`src/design/lbps_pkg.sv`:
```
// Shared types, codes and constants for the LED blink pattern sequencer.
package lbps_pkg;

    localparam int PAT_REG_W  = 32;
    localparam int INTERVAL_W = 16;
    localparam int REPEAT_W   = 8;
    localparam int DELAY_W    = 16;
    localparam int CNT_W      = 22;
    localparam int FUNC_W     = 2;
    localparam int STATUS_W   = 2;
    localparam int IDX_W      = 7;
    localparam int OUT_W      = 8;
    localparam int CFG_DATA_W = 32;
    localparam int CFG_ADDR_W = 4;

    typedef logic [FUNC_W-1:0]   func_t;
    typedef logic [STATUS_W-1:0] status_t;
    typedef logic [1:0]          reg_idx_t;

    localparam func_t FUNC_TICK   = 2'd0;
    localparam func_t FUNC_START  = 2'd1;
    localparam func_t FUNC_CANCEL = 2'd2;

    localparam status_t STATUS_OK             = 2'd0;
    localparam status_t STATUS_ACTIVE         = 2'd1;
    localparam status_t STATUS_ZERO_REPEAT    = 2'd2;
    localparam status_t STATUS_SHORT_INTERVAL = 2'd3;

    localparam reg_idx_t REG_PATTERN  = 2'd0;
    localparam reg_idx_t REG_INTERVAL = 2'd1;
    localparam reg_idx_t REG_REPEAT   = 2'd2;
    localparam reg_idx_t REG_LOOP     = 2'd3;

    localparam logic [PAT_REG_W-1:0]  RST_PATTERN  = '0;
    localparam logic [INTERVAL_W-1:0] RST_INTERVAL = 16'd2;
    localparam logic [REPEAT_W-1:0]   RST_REPEAT   = 8'd1;
    localparam logic                  RST_LOOP     = 1'b0;

    typedef enum logic [1:0] {
        ST_IDLE,
        ST_DECODE,
        ST_SCAN,
        ST_RESULT
    } state_t;

    typedef struct packed {
        logic [PAT_REG_W-1:0]  pattern_bits;
        logic [INTERVAL_W-1:0] bit_interval;
        logic [REPEAT_W-1:0]   repeat_count;
        logic                  loop_mode;
    } cfg_t;

    typedef struct packed {
        logic load_item;
        logic exec;
        logic step_begin;
        logic scan_step;
        logic step_end;
        logic emit;
    } ctrl_cmd_t;

    typedef struct packed {
        logic need_step;
        logic bp_zero;
        logic scan_more;
        logic out_free;
    } ctrl_stat_t;

endpackage

```
`src/design/led_blink_pattern_sequencer.sv`:
```
// An item is accepted in IDLE, decoded in DECODE and its result registered in RESULT;
// a tick that plays a run also passes through SCAN, where the run scan checks one
// pattern bit per cycle. One item at a time: no new item is accepted until the last
// result is in the output register, and RESULT waits while that register is still full.
// A result waits in an output register so the next transaction can be accepted.
// Reset (rst_n, asynchronous, active low) stops the pattern, turns the LED off
// and loads the register defaults: pattern 0, interval 2, one repeat, no loop.
module led_blink_pattern_sequencer
    import lbps_pkg::*;
#(
    parameter int PATTERN_WIDTH = 32,
    parameter int MIN_INTERVAL  = 2
)
(
    input  logic                  clk,
    input  logic                  rst_n,
    input  logic                  s_tvalid,
    output logic                  s_tready,
    input  logic [DELAY_W-1:0]    s_tdata,   // [15:0] start_delay
    input  logic [FUNC_W-1:0]     s_tuser,   // [1:0] func
    output logic                  m_tvalid,
    input  logic                  m_tready,
    output logic [OUT_W-1:0]      m_tdata,   // [0] led_on, [1] busy_res, [2] done_res,
                                             // [4:3] status, [7:5] zero
    input  logic                  psel,
    input  logic                  penable,
    input  logic                  pwrite,
    input  logic [CFG_ADDR_W-1:0] paddr,
    input  logic [CFG_DATA_W-1:0] pwdata,
    output logic [CFG_DATA_W-1:0] prdata,
    output logic                  pready
);

    cfg_t       cfg;
    ctrl_cmd_t  cmd;
    ctrl_stat_t stat;
    logic       active;

    lbps_cfg u_cfg (
        .clk     (clk),
        .rst_n   (rst_n),
        .psel    (psel),
        .penable (penable),
        .pwrite  (pwrite),
        .paddr   (paddr),
        .pwdata  (pwdata),
        .prdata  (prdata),
        .pready  (pready),
        .active  (active),
        .cfg     (cfg)
    );

    lbps_ctrl u_ctrl (
        .clk      (clk),
        .rst_n    (rst_n),
        .s_tvalid (s_tvalid),
        .s_tready (s_tready),
        .stat     (stat),
        .cmd      (cmd)
    );

    lbps_dp #(
        .PATTERN_WIDTH (PATTERN_WIDTH),
        .MIN_INTERVAL  (MIN_INTERVAL)
    ) u_dp (
        .clk      (clk),
        .rst_n    (rst_n),
        .s_tdata  (s_tdata),
        .s_tuser  (s_tuser),
        .cmd      (cmd),
        .cfg      (cfg),
        .m_tready (m_tready),
        .stat     (stat),
        .m_tvalid (m_tvalid),
        .m_tdata  (m_tdata),
        .active   (active)
    );

endmodule

```
`src/design/lbps_cfg.sv`:
```
// Configuration register file with its APB-style access port.
module lbps_cfg
    import lbps_pkg::*;
(
    input  logic                  clk,
    input  logic                  rst_n,
    input  logic                  psel,
    input  logic                  penable,
    input  logic                  pwrite,
    input  logic [CFG_ADDR_W-1:0] paddr,
    input  logic [CFG_DATA_W-1:0] pwdata,
    output logic [CFG_DATA_W-1:0] prdata,
    output logic                  pready,
    input  logic                  active,
    output cfg_t                  cfg
);

    cfg_t     cfg_reg;
    cfg_t     cfg_next;
    reg_idx_t reg_idx;
    logic     wr_en;

    assign pready  = 1'b1;
    assign reg_idx = paddr[CFG_ADDR_W-1:2];
    // Registers are frozen while a pattern is running.
    assign wr_en   = psel && penable && pwrite && !active;
    assign cfg     = cfg_reg;

    always_comb
    begin
        cfg_next = cfg_reg;
        if (wr_en)
        begin
            unique case (reg_idx)
                REG_PATTERN:  cfg_next.pattern_bits = pwdata[PAT_REG_W-1:0];
                REG_INTERVAL: cfg_next.bit_interval = pwdata[INTERVAL_W-1:0];
                REG_REPEAT:   cfg_next.repeat_count = pwdata[REPEAT_W-1:0];
                REG_LOOP:     cfg_next.loop_mode    = pwdata[0];
                default:      cfg_next = cfg_reg;
            endcase
        end
    end

    always_comb
    begin
        unique case (reg_idx)
            REG_PATTERN:  prdata = CFG_DATA_W'(cfg_reg.pattern_bits);
            REG_INTERVAL: prdata = CFG_DATA_W'(cfg_reg.bit_interval);
            REG_REPEAT:   prdata = CFG_DATA_W'(cfg_reg.repeat_count);
            REG_LOOP:     prdata = CFG_DATA_W'(cfg_reg.loop_mode);
            default:      prdata = '0;
        endcase
    end

    always_ff @(posedge clk or negedge rst_n)
    begin
        if (!rst_n)
        begin
            cfg_reg.pattern_bits <= RST_PATTERN;
            cfg_reg.bit_interval <= RST_INTERVAL;
            cfg_reg.repeat_count <= RST_REPEAT;
            cfg_reg.loop_mode    <= RST_LOOP;
        end
        else
        begin
            cfg_reg <= cfg_next;
        end
    end

endmodule

```
`src/design/lbps_ctrl.sv`:
```
// Controller state machine that sequences each command through the datapath.
module lbps_ctrl
    import lbps_pkg::*;
(
    input  logic       clk,
    input  logic       rst_n,
    input  logic       s_tvalid,
    output logic       s_tready,
    input  ctrl_stat_t stat,
    output ctrl_cmd_t  cmd
);

    state_t state_reg;
    state_t state_next;

    always_ff @(posedge clk or negedge rst_n)
    begin
        if (!rst_n)
        begin
            state_reg <= ST_IDLE;
        end
        else
        begin
            state_reg <= state_next;
        end
    end

    always_comb
    begin
        state_next = state_reg;
        cmd        = '0;
        s_tready   = 1'b0;
        unique case (state_reg)
            ST_IDLE:
            begin
                s_tready = 1'b1;
                if (s_tvalid)
                begin
                    cmd.load_item = 1'b1;
                    state_next    = ST_DECODE;
                end
            end
            ST_DECODE:
            begin
                // A tick with an expired countdown plays the next run, or completes the pattern if no bits are left.
                if (stat.need_step)
                begin
                    cmd.step_begin = 1'b1;
                    state_next     = stat.bp_zero ? ST_RESULT : ST_SCAN;
                end
                else
                begin
                    cmd.exec   = 1'b1;
                    state_next = ST_RESULT;
                end
            end
            ST_SCAN:
            begin
                if (stat.scan_more)
                begin
                    cmd.scan_step = 1'b1;
                end
                else
                begin
                    cmd.step_end = 1'b1;
                    state_next   = ST_RESULT;
                end
            end
            ST_RESULT:
            begin
                if (stat.out_free)
                begin
                    cmd.emit   = 1'b1;
                    state_next = ST_IDLE;
                end
            end
            default:
            begin
                state_next = ST_IDLE;
            end
        endcase
    end

endmodule

```
`src/design/lbps_dp.sv`:
```
// Datapath: sequencer state, bit-serial run scan and the result register.
module lbps_dp
    import lbps_pkg::*;
#(
    parameter int PATTERN_WIDTH = 32,
    parameter int MIN_INTERVAL  = 2
)
(
    input  logic               clk,
    input  logic               rst_n,
    input  logic [DELAY_W-1:0] s_tdata,
    input  logic [FUNC_W-1:0]  s_tuser,
    input  ctrl_cmd_t          cmd,
    input  cfg_t               cfg,
    input  logic               m_tready,
    output ctrl_stat_t         stat,
    output logic               m_tvalid,
    output logic [OUT_W-1:0]   m_tdata,
    output logic               active
);

    localparam int POS_W = $clog2(PATTERN_WIDTH + 1);
    localparam int ACC_W = INTERVAL_W + POS_W;
    localparam logic [POS_W-1:0] POS_FULL = POS_W'(PATTERN_WIDTH);

    function automatic logic pat_bit(input logic [PAT_REG_W-1:0] pat,
                                     input logic [POS_W-1:0]     pos);
        logic [IDX_W-1:0] idx;
        idx = IDX_W'(pos);
        // Positions above the register read as zero.
        if (idx < IDX_W'(PAT_REG_W))
            return pat[idx[$clog2(PAT_REG_W)-1:0]];
        else
            return 1'b0;
    endfunction

    func_t                 func_reg;
    logic [DELAY_W-1:0]    delay_reg;
    logic [POS_W-1:0]      bitpos_reg, bitpos_next;
    logic [REPEAT_W-1:0]   passes_reg, passes_next;
    logic                  active_reg, active_next;
    logic                  led_reg, led_next;
    logic [CNT_W-1:0]      cd_reg, cd_next;
    logic [POS_W-1:0]      rem_reg, rem_next;
    logic [ACC_W-1:0]      acc_reg, acc_next;
    logic                  run_on_reg, run_on_next;
    logic                  done_reg, done_next;
    status_t               status_reg, status_next;
    logic                  out_valid_reg, out_valid_next;
    logic [OUT_W-1:0]      out_data_reg, out_data_next;
    logic [POS_W-1:0]      bitpos_m1;
    logic [POS_W-1:0]      rem_m1;
    logic                  start_bit;

    assign bitpos_m1 = bitpos_reg - 1'b1;
    assign rem_m1    = rem_reg - 1'b1;
    assign start_bit = pat_bit(cfg.pattern_bits, bitpos_m1);

    assign stat.need_step = (func_reg == FUNC_TICK) && active_reg && (cd_reg == '0);
    assign stat.bp_zero   = (bitpos_reg == '0);
    assign stat.scan_more = (rem_reg != '0) && (pat_bit(cfg.pattern_bits, rem_m1) == run_on_reg);
    assign stat.out_free  = !out_valid_reg || m_tready;

    assign m_tvalid = out_valid_reg;
    assign m_tdata  = out_data_reg;
    assign active   = active_reg;

    always_comb
    begin
        bitpos_next    = bitpos_reg;
        passes_next    = passes_reg;
        active_next    = active_reg;
        led_next       = led_reg;
        cd_next        = cd_reg;
        rem_next       = rem_reg;
        acc_next       = acc_reg;
        run_on_next    = run_on_reg;
        done_next      = done_reg;
        status_next    = status_reg;
        out_data_next  = out_data_reg;
        out_valid_next = out_valid_reg && !m_tready;

        if (cmd.load_item)
        begin
            done_next   = 1'b0;
            status_next = STATUS_OK;
        end

        if (cmd.exec)
        begin
            case (func_reg)
                FUNC_TICK:
                begin
                    if (active_reg)
                        cd_next = cd_reg - 1'b1;
                end
                FUNC_START:
                begin
                    if (active_reg)
                        status_next = STATUS_ACTIVE;
                    else if (cfg.bit_interval < INTERVAL_W'(MIN_INTERVAL))
                        status_next = STATUS_SHORT_INTERVAL;
                    else if (!cfg.loop_mode && (cfg.repeat_count == '0))
                        status_next = STATUS_ZERO_REPEAT;
                    else
                    begin
                        passes_next = cfg.loop_mode ? '0 : cfg.repeat_count - 1'b1;
                        bitpos_next = POS_FULL;
                        active_next = 1'b1;
                        cd_next     = CNT_W'(delay_reg);
                    end
                end
                FUNC_CANCEL:
                begin
                    led_next    = 1'b0;
                    active_next = 1'b0;
                    passes_next = '0;
                    bitpos_next = '0;
                    cd_next     = '0;
                end
                default:
                begin
                    cd_next = cd_reg;
                end
            endcase
        end

        if (cmd.step_begin)
        begin
            if (bitpos_reg == '0)
            begin
                // The last pass ended on a lit run: complete now.
                led_next    = 1'b0;
                active_next = 1'b0;
                passes_next = '0;
                cd_next     = '0;
                done_next   = 1'b1;
            end
            else
            begin
                led_next    = start_bit;
                run_on_next = start_bit;
                rem_next    = bitpos_m1;
                acc_next    = ACC_W'(cfg.bit_interval);
            end
        end

        if (cmd.scan_step)
        begin
            rem_next = rem_m1;
            acc_next = acc_reg + ACC_W'(cfg.bit_interval);
        end

        if (cmd.step_end)
        begin
            cd_next = (acc_reg == '0) ? '0 : CNT_W'(acc_reg - 1'b1);
            if (rem_reg != '0)
                bitpos_next = rem_reg;
            else if (cfg.loop_mode)
                bitpos_next = POS_FULL;
            else if (passes_reg != '0)
            begin
                passes_next = passes_reg - 1'b1;
                bitpos_next = POS_FULL;
            end
            else
            begin
                bitpos_next = '0;
                passes_next = '0;
                // A final run that is dark ends the pattern at once.
                if (!run_on_reg)
                begin
                    led_next    = 1'b0;
                    active_next = 1'b0;
                    cd_next     = '0;
                    done_next   = 1'b1;
                end
            end
        end

        if (cmd.emit)
        begin
            out_valid_next = 1'b1;
            out_data_next  = {3'b000, status_reg, done_reg, active_reg, led_reg};
        end
    end

    always_ff @(posedge clk or negedge rst_n)
    begin
        if (!rst_n)
        begin
            bitpos_reg    <= '0;
            passes_reg    <= '0;
            active_reg    <= 1'b0;
            led_reg       <= 1'b0;
            cd_reg        <= '0;
            out_valid_reg <= 1'b0;
        end
        else
        begin
            bitpos_reg    <= bitpos_next;
            passes_reg    <= passes_next;
            active_reg    <= active_next;
            led_reg       <= led_next;
            cd_reg        <= cd_next;
            out_valid_reg <= out_valid_next;
        end
    end

    always_ff @(posedge clk)
    begin
        if (cmd.load_item)
        begin
            func_reg  <= s_tuser;
            delay_reg <= s_tdata;
        end
        rem_reg      <= rem_next;
        acc_reg      <= acc_next;
        run_on_reg   <= run_on_next;
        done_reg     <= done_next;
        status_reg   <= status_next;
        out_data_reg <= out_data_next;
    end

`ifndef SYNTH
    a_led_needs_active: assert property (@(posedge clk) disable iff (!rst_n)
        led_reg |-> active_reg)
        else $error("LED lit while no pattern is active");

    a_idle_state_clear: assert property (@(posedge clk) disable iff (!rst_n)
        !active_reg |-> ((bitpos_reg == '0) && (cd_reg == '0)))
        else $error("position or countdown left over while idle");

    a_pos_in_range: assert property (@(posedge clk) disable iff (!rst_n)
        bitpos_reg <= POS_FULL)
        else $error("bit position beyond pattern width");

    a_done_not_busy: assert property (@(posedge clk) disable iff (!rst_n)
        (out_valid_reg && out_data_reg[2]) |-> !out_data_reg[1])
        else $error("completion reported while still busy");

    a_done_no_status: assert property (@(posedge clk) disable iff (!rst_n)
        (out_valid_reg && out_data_reg[2]) |-> (out_data_reg[4:3] == STATUS_OK))
        else $error("completion reported together with a start error");
`endif

endmodule
```
`config.mk`:
```
export PLATFORM = sky130hd
export DESIGN_NAME = led_blink_pattern_sequencer
export DESIGN_NICKNAME = d
export VERILOG_FILES = /design/src/design/lbps_pkg.sv /design/src/design/led_blink_pattern_sequencer.sv /design/src/design/lbps_cfg.sv /design/src/design/lbps_ctrl.sv /design/src/design/lbps_dp.sv
export SDC_FILE = /design/constraint.sdc
export NUM_CORES = 1
export LEC_CHECK = 0
export ABC_AREA = 1
export BUFFER_PORTS_ARGS = -buffer_cell sky130_fd_sc_hd__buf_4
export CORE_ASPECT_RATIO = 2
export CORE_MARGIN = 3
export CORE_UTILIZATION = 54
export CTS_CLUSTER_DIAMETER = 120
export DETAILED_ROUTE_END_ITERATION = 10
export PLACE_DENSITY_LB_ADDON = 0.15
export SYNTH_ARGS = -nofsm -noshare
export SYNTH_HDL_FRONTEND = slang
export SYNTH_SLANG_ARGS = --single-unit
```
`constraint.sdc`:
```
create_clock -name clk -period 3.6 [get_ports clk]
set_input_delay 0.54 -clock clk [delete_from_list [all_inputs] [get_ports clk]]
set_output_delay 0.54 -clock clk [all_outputs]
set_load 0.02 [all_outputs]
```
==> results of run 1 <==
## cells by family (layout without fill, tap and decap cells)
logic type                 Yosys count  after routing  synth area share [%]
xor gates and xnor gates            53             53                 4.700
and+or+nand+nor                    613            613                 26.44
adders and majority gates           32             32                 4.130
AOI/OAI and AO/OA                  257            257                 14.19
other                                2              4               0.07604
DFF                                153            153                 41.27
buffers and inverters              224            327                 9.197
## critical path: stages, from the launching register on
cell	delay (ns)
edfxtp_1	0.40
inv_2	0.22
ha_1	0.28
buf_4	0.18
inv_1	0.21
nand3_1	0.12
nand3_1	0.12
nand3_1	0.08
nand3_1	0.15
nand3_1	0.09
nand2_1	0.09
nand3_2	0.16
nor2_1	0.53
o21ai_0	0.16
## through the flow
step                hold WS (ns)  area, um^2
global placement          0.4182       10810
global route              0.2285       11390
detailed placement        0.4169       10810
floorplan                 0.2444        9884
finish                    0.1741       11390
CTS                       0.1954       11390
## layout by cell type, fill, tap and decap left out, types with 18 or more instances in the layout
cell type / Yosys / routed
nand3_1: 92 / 92
o21ai_0: 125 / 124
xnor2_1: 18 / 18
xor2_1: 35 / 35
edfxtp_1: 52 / 52
buf_4: 9 / 116
ha_1: 31 / 31
dfrtp_1: 96 / 96
inv_1: 177 / 177
clkbuf_16: 0 / 19
nand4_1: 32 / 32
nor2_1: 138 / 138
nand2_1: 303 / 302
nor3_1: 21 / 21
a21oi_1: 71 / 71
## power groups by stage
stage	Clock [mW]	Sequential, mW	Combinational (mW)
after CTS	1.81	3.18	4.67
after global placement	0	3.19	4.54
after global routing	1.87	3.25	5.29
after floorplan	0	2.99	3.40
final	1.79	3.19	4.69
after detailed placement	0	3.20	4.63
## final cells by class
cell class	instances	area share, %
inverters	178	5.864
clock buffers	22	4.360
clock inverters	10	0.7797
flip-flops and latches	153	35.78
well taps	213	2.339
repair buffers	117	7.819
multi-input cells	959	43.06
## layer usage
metal | routed length (um) | global-route usage, % | share of wire (%)
met1 | 9966 | 28.39 | 35
met2 | 15880 | 55.78 | 55
met3 | 993 | 4.312 | 3.5
met4 | 1790 | 19.08 | 6.3
met5 | 0 | 0 | 0
## worst min path at each step
stage,start,to,slack [ns],cells after the start
floorplan,rst_n,u_cfg.cfg[0],0.24,0
global placement,u_dp.status_reg[0],u_dp.m_tdata[3],0.42,0
detailed placement,u_dp.status_reg[0],u_dp.m_tdata[3],0.42,0
CTS,rst_n,u_cfg.cfg[24],0.20,1
global route,rst_n,u_cfg.cfg[23],0.23,1
finish,rst_n,u_cfg.cfg[24],0.17,1
==> results by group, run 1 <==
Outcome
  – Status: completed

Placement
  – Port bufs: 97
  – Place WS: 0.5961 ns
  – Placed insts: 1620
  – Final Wtd Congestion: 0.9510
  – DP HPWL: 22230 um

Clocking
  – Root Buffer Master: clkbuf_16
  – Clk Latency, worst-skew pair: 0.44 ns
  – Hold_buf cts: 0
  – Clk sinks: 153
  – Num CTS Buffers: 17
  – Post-cts sizing count: 0
  – CTS tree: built
  – Clock Path Buffers: 2
  – Setup Buffers After CTS: 0
  – CTS clk-pin slew, worst paths: 0.06 ns
  – H-tree depth: 4

Detailed routing
  – DR DRC count: 0
  – Final ANT Viol Nets: 0
  – Final WL: 28630 um
  – Number of vias in the routed layout: 9302
  – Total iterations of the first detailed-routing run: 5
  – Via-to-Cell Ratio: 5.631
  – WL per Instance: 17.33 um
  – Initial DRC Count: 545

Synth
  – Mapped Cells: 1334
  – Cell area after synthesis: 0.009877 mm^2
  – Top-count cell post-synth: nand2_1
  – Unique masters post-synth: 47
  – Share of the yosys chip area belonging to registers: 41.27%
  – Top cell type's share of synthesized area: 24.32%
  – Avg Inst Size Synth: 7.404 um^2
  – Ranking of synthesized cells by area: dfrtp_1 24%, edfxtp_1 16%, nand2_1 12%
  – EDFF count, synth: 52
  – Ys async rst share: 64.05%
  – Post-synth top flop: dfrtp_1
  – Yosys reg bits: 153
  – Synth area leader: dfrtp_1
  – Post-synth top cells: 303 x nand2_1, 177 x inv_1, 138 x nor2_1, 125 x o21ai_0, 96 x dfrtp_1
  – Warnings from Yosys: 0

Min path
  – Type of the worst min-delay path: input pin to asynchronous set/reset pin

Die
  – Die area: 0.02005 mm^2
  – IO Pins: 104
  – Area of the core: 0.01787 mm^2
  – Die Span X: 101.6 um
  – Chip height: 197.3 um
  – Initial core utilization: 55.27%
  – Site Rows: 69

Global routing
  – Total GRT Usage: 29.46%
  – Global-route wire length before repair: 45700 um
  – Congestion Overflow GR: 0
  – Initial antenna violation count: 0
  – Largest net degree at the start of global routing: 65
  – Vias in the first global route: 9500

Flow run
  – Max cap viols: 0

Worst setup path
  – R2R Path End: u_dp.rem_reg[5]
  – Crit end category: flip-flop
  – Startpoint Class: flip-flop
  – Crit-path max FO: 14
  – Setup CP Type: flip-flop to flip-flop
  – R2R Setup Slk: 0.54 ns
  – CP startpoint: u_dp.rem_reg[0]
  – Worst R2R Path Depth: 13
  – Worst Setup EP: u_dp.rem_reg[5]
  – Worst path arrival time: 3.22 ns
  – Worst Path Required: 3.76 ns
  – Worst r2r src: u_dp.rem_reg[0]

Final layout
  – Layout area overhead: 15.35%
  – Total area of sequential cells: 0.004076 mm^2
  – Multi-input logic area: 0.004906 mm^2
  – Post-route core utilization: 63.75%
  – Fillers: 1627
  – NumNets Final: 1519
  – Layout Cells excl Fill: 1652
  – # diodes: 0
  – Share of layout cells above drive strength 1: 11.33%
  – Largest register FFs: 57

Power and ir drop
  – Combinational fraction of design power: 48.5%
  – Switching Fraction: 45.77%
  – Maximum VDD drop: 0.0004854 V
  – Pwr dens: 848.6 mW/mm^2
  – Pint: 5.244 mW
  – Tot Pwr: 9.669 mW
  – Leak pwr: 5.463 nW
  – Sequential Power Share: 33.0%
  – Net Switching: 4.425 mW
  – Clk pwr share: 18.5%

Timing
  – Worst Skew: 0.01128 ns
  – Final hold vios: 0
  – Worst rel slew slack: 29.87%
  – Fmax: 0.3267 GHz
  – Setup Viol. Count Final: 0
  – Slew @ Worst Pin: 1.048 ns
  – RSZ-0062 raised after global routing: false
  – Tmin final: 3.061 ns
  – Final worst slack: 0.5394 ns
  – Post-route setup TNS: 0 ns
  – Slew Limit Fails: 0
  – Final period utilization: 85.02%
Note: power is estimated with default switching activity, not from simulation.
==> run 2: changes to the inputs <==
--- a/config.mk
+++ b/config.mk
@@ -5,14 +5,15 @@
 export SDC_FILE = /design/constraint.sdc
 export NUM_CORES = 1
 export LEC_CHECK = 0
-export ABC_AREA = 1
 export BUFFER_PORTS_ARGS = -buffer_cell sky130_fd_sc_hd__buf_4
 export CORE_ASPECT_RATIO = 2
 export CORE_MARGIN = 3
 export CORE_UTILIZATION = 54
 export CTS_CLUSTER_DIAMETER = 120
 export DETAILED_ROUTE_END_ITERATION = 10
+export GPL_ROUTABILITY_DRIVEN = 0
 export PLACE_DENSITY_LB_ADDON = 0.15
+export SKIP_CTS_REPAIR_TIMING = 1
 export SYNTH_ARGS = -nofsm -noshare
 export SYNTH_HDL_FRONTEND = slang
 export SYNTH_SLANG_ARGS = --single-unit
==> run 2 against run 1 <==
Net effect:
- via count fell by 17%
- highest routed layer unchanged
- cell count fell by 25%
- setup slack got worse by 0.34 ns
- register-to-register slack got worse by 0.34 ns
- utilization rose by 0.88 points
- maximum frequency fell by 10%
==> results by group, run 2 <==
Outcome
  – Status: completed

Global routing
  – Global-route wire length before repair: 40410 um
  – Vias in the first global route: 7997
  – Congestion Overflow GR: 0
  – Initial antenna violation count: 0
  – Largest net degree at the start of global routing: 72
  – Total GRT Usage: 26.35%

Flow run
  – Max cap viols: 0

Final layout
  – Share of layout cells above drive strength 1: 24.44%
  – Most common cell after layout, fill and taps aside: buf_4
  – Largest register FFs: 57
  – # diodes: 0
  – Final instance area: 0.01116 mm^2
  – Layout area overhead: 16.92%
  – Layout Cells excl Fill: 1241
  – NumNets Final: 1111
  – Most frequent cells in the layout: 121 x buf_4, 96 x dfrtp_1, 73 x nand2_1, 58 x mux2_2, 53 x nor2_1

Timing
  – Final hold vios: 0
  – Worst Skew: 0.008719 ns
  – Final period utilization: 94.54%
  – Tmin final: 3.403 ns
  – RSZ-0062 raised after global routing: false
  – Post-route setup TNS: 0 ns
  – Hold Slack: 0.2338 ns
  – Setup Viol. Count Final: 0
  – Slew @ Worst Pin: 1.005 ns
  – Worst rel slew slack: 32.76%
  – Slew Limit Fails: 0
  – Fmax: 0.2938 GHz

Worst setup path
  – Worst path arrival time: 3.59 ns
  – Crit-path max FO: 45
  – CP startpoint: u_dp.rem_reg[1]
  – Worst r2r src: u_dp.rem_reg[1]
  – Crit end category: flip-flop
  – Setup CP Type: flip-flop to flip-flop
  – Crit-path cells: inv_1, ha_1, mux4_2, mux4_2, a22o_1, mux2_2, buf_12, mux2_2
  – Startpoint Class: flip-flop
  – Slowest stage delay, CP: 0.55 ns
  – Worst R2R Path Depth: 8
  – CP max stage cell: mux4_2
  – Worst Path Required: 3.78 ns

Clocking
  – Clk Latency, worst-skew pair: 0.43 ns
  – CTS tree: built
  – Clk sinks: 153
  – Clock Path Buffers: 2
  – H-tree depth: 4
  – CTS clk-pin slew, worst paths: 0.06 ns
  – Num CTS Buffers: 17
  – Root Buffer Master: clkbuf_16

Detailed routing
  – Via-to-Cell Ratio: 6.220
  – Initial DRC Count: 320
  – WL per Instance: 19.83 um
  – Final ANT Viol Nets: 0
  – DR DRC count: 0
  – Number of vias in the routed layout: 7719
  – Final WL: 24610 um
  – Total iterations of the first detailed-routing run: 5

Synth
  – Cell area after synthesis: 0.009548 mm^2
  – Synth area leader: dfrtp_1
  – Mapped Cells: 922
  – EDFF count, synth: 52
  – Avg Inst Size Synth: 10.36 um^2
  – Combinational family with the most area after synthesis: simple AND/OR/NAND/NOR gates
  – Post-synth top flop: dfrtp_1
  – Yosys reg bits: 153
  – Share of the yosys chip area belonging to registers: 42.69%
  – Top cell type's share of synthesized area: 25.16%
  – Warnings from Yosys: 0
  – Ys async rst share: 64.05%
  – Unique masters post-synth: 75
  – Post-Synth XOR/XNOR Area: 3.578%
  – Post-synthesis simple-gate area fraction: 17.04%
  – Post-Synth Adder-Cell Area: 4.272%
  – Post-synth top cells: 96 x dfrtp_1, 73 x nand2_1, 58 x mux2_2, 53 x nor2_1, 53 x o21ai_0
  – Mux cell area share after synthesis: 14.26%
  – Ranking of synthesized cells by area: dfrtp_1 25%, edfxtp_1 16%, mux2_2 6.8%
  – Post-synthesis compound-gate area fraction: 14.07%
  – Top-count cell post-synth: dfrtp_1

Placement
  – Port bufs: 97
  – Placed Instance Area: 0.01053 mm^2
  – Placed insts: 1209
  – DP HPWL: 18770 um

Die
  – Die area: 0.01941 mm^2
  – Site Rows: 68
  – Die Span X: 100.0 um
  – Chip height: 194.1 um
  – IO Pins: 104
  – Area of the core: 0.01727 mm^2
  – Initial core utilization: 55.28%

Power and ir drop
  – Leak pwr: 4.673 nW
  – Pwr dens: 848.0 mW/mm^2
  – Maximum VDD drop: 0.0006098 V

Min path
  – Type of the worst min-delay path: input pin to asynchronous set/reset pin
[run 2: cell count changes in the layout (fill, tap and decap cells not counted), sizes merged, moves of 14 or more]
cell	change
mux4	+21
o31ai	+14
nand4	-21
xor2	-20
nand2	-231
inv	-140
nor2	-86
mux2	+59
o21ai	-87
mux2i	+22
a21oi	-56
nand3	-71
and2	+25
[run 2: critical path: cells and delay by family (launching register included)]
kind	cells	cell delay (ns)
AOI/OAI and AO/OA	1	0.28
DFF	1	0.41
muxes	4	1.72
buffers and inverters	2	0.32
adders and majority gates	1	0.42
[run 2: logic make-up (layout without fill, tap and decap cells)]
group	after synthesis	after routing
and+or+nand+nor	312	312
AOI/OAI and AO/OA	195	195
DFF	153	153
muxes	102	102
buffers and inverters	87	194
xor gates and xnor gates	39	39
adders and majority gates	32	32
other	2	4
[run 2: per-stage QoR]
stage,util [%],setup slack (ns),power [mW]
detailed placement,60.97,0.2122,7.599
CTS,64.59,0.1960,9.492
finish,64.63,0.1966,9.466
floorplan,-,0.04707,6.283
global placement,60.97,0.2211,7.501
global route,64.63,0.08825,10.09
[run 2: layout make-up]
class	count	area, um^2
inverter	40	150.1
clock buffer	24	546.8
clock inverter	8	78.83
sequential	153	4076
fill	1417	6108
timing repair buffer	122	928.4
multi-input combinational	684	5120
tap	210	262.8
[run 2: power breakdown]
group | leakage [nW] | switching (mW) | internal, mW | total (mW)
logic | 2.62 | 2.32 | 2.02 | 4.34
clock network | 0.307 | 0.723 | 1.14 | 1.86
registers | 1.75 | 0.721 | 2.54 | 3.27
total | 4.67 | 3.76 | 5.70 | 9.47
[run 2: routing by layer]
metal	global-route usage, %	wire length, um	vias to the layer above
li1	-	-	3659
met1	27.57	8725	3781
met3	4.393	892	79
met2	48.67	13690	200
met4	14.24	1296	0
met5	0	0	-
[run 2: worst paths after layout]
kind / slack, ns / end
worst max-delay path: 0.20 / u_dp.acc_reg[9]
worst min-delay path: 0.23 / u_dp.cd_reg[13]
worst max register to register: 0.20 / u_dp.acc_reg[9]
worst min register to register: 0.44 / u_dp.m_tdata[2]
max in group asynchronous: 2.52 / u_cfg.cfg[13]
min in group clk: 0.28 / u_dp.delay_reg[4]
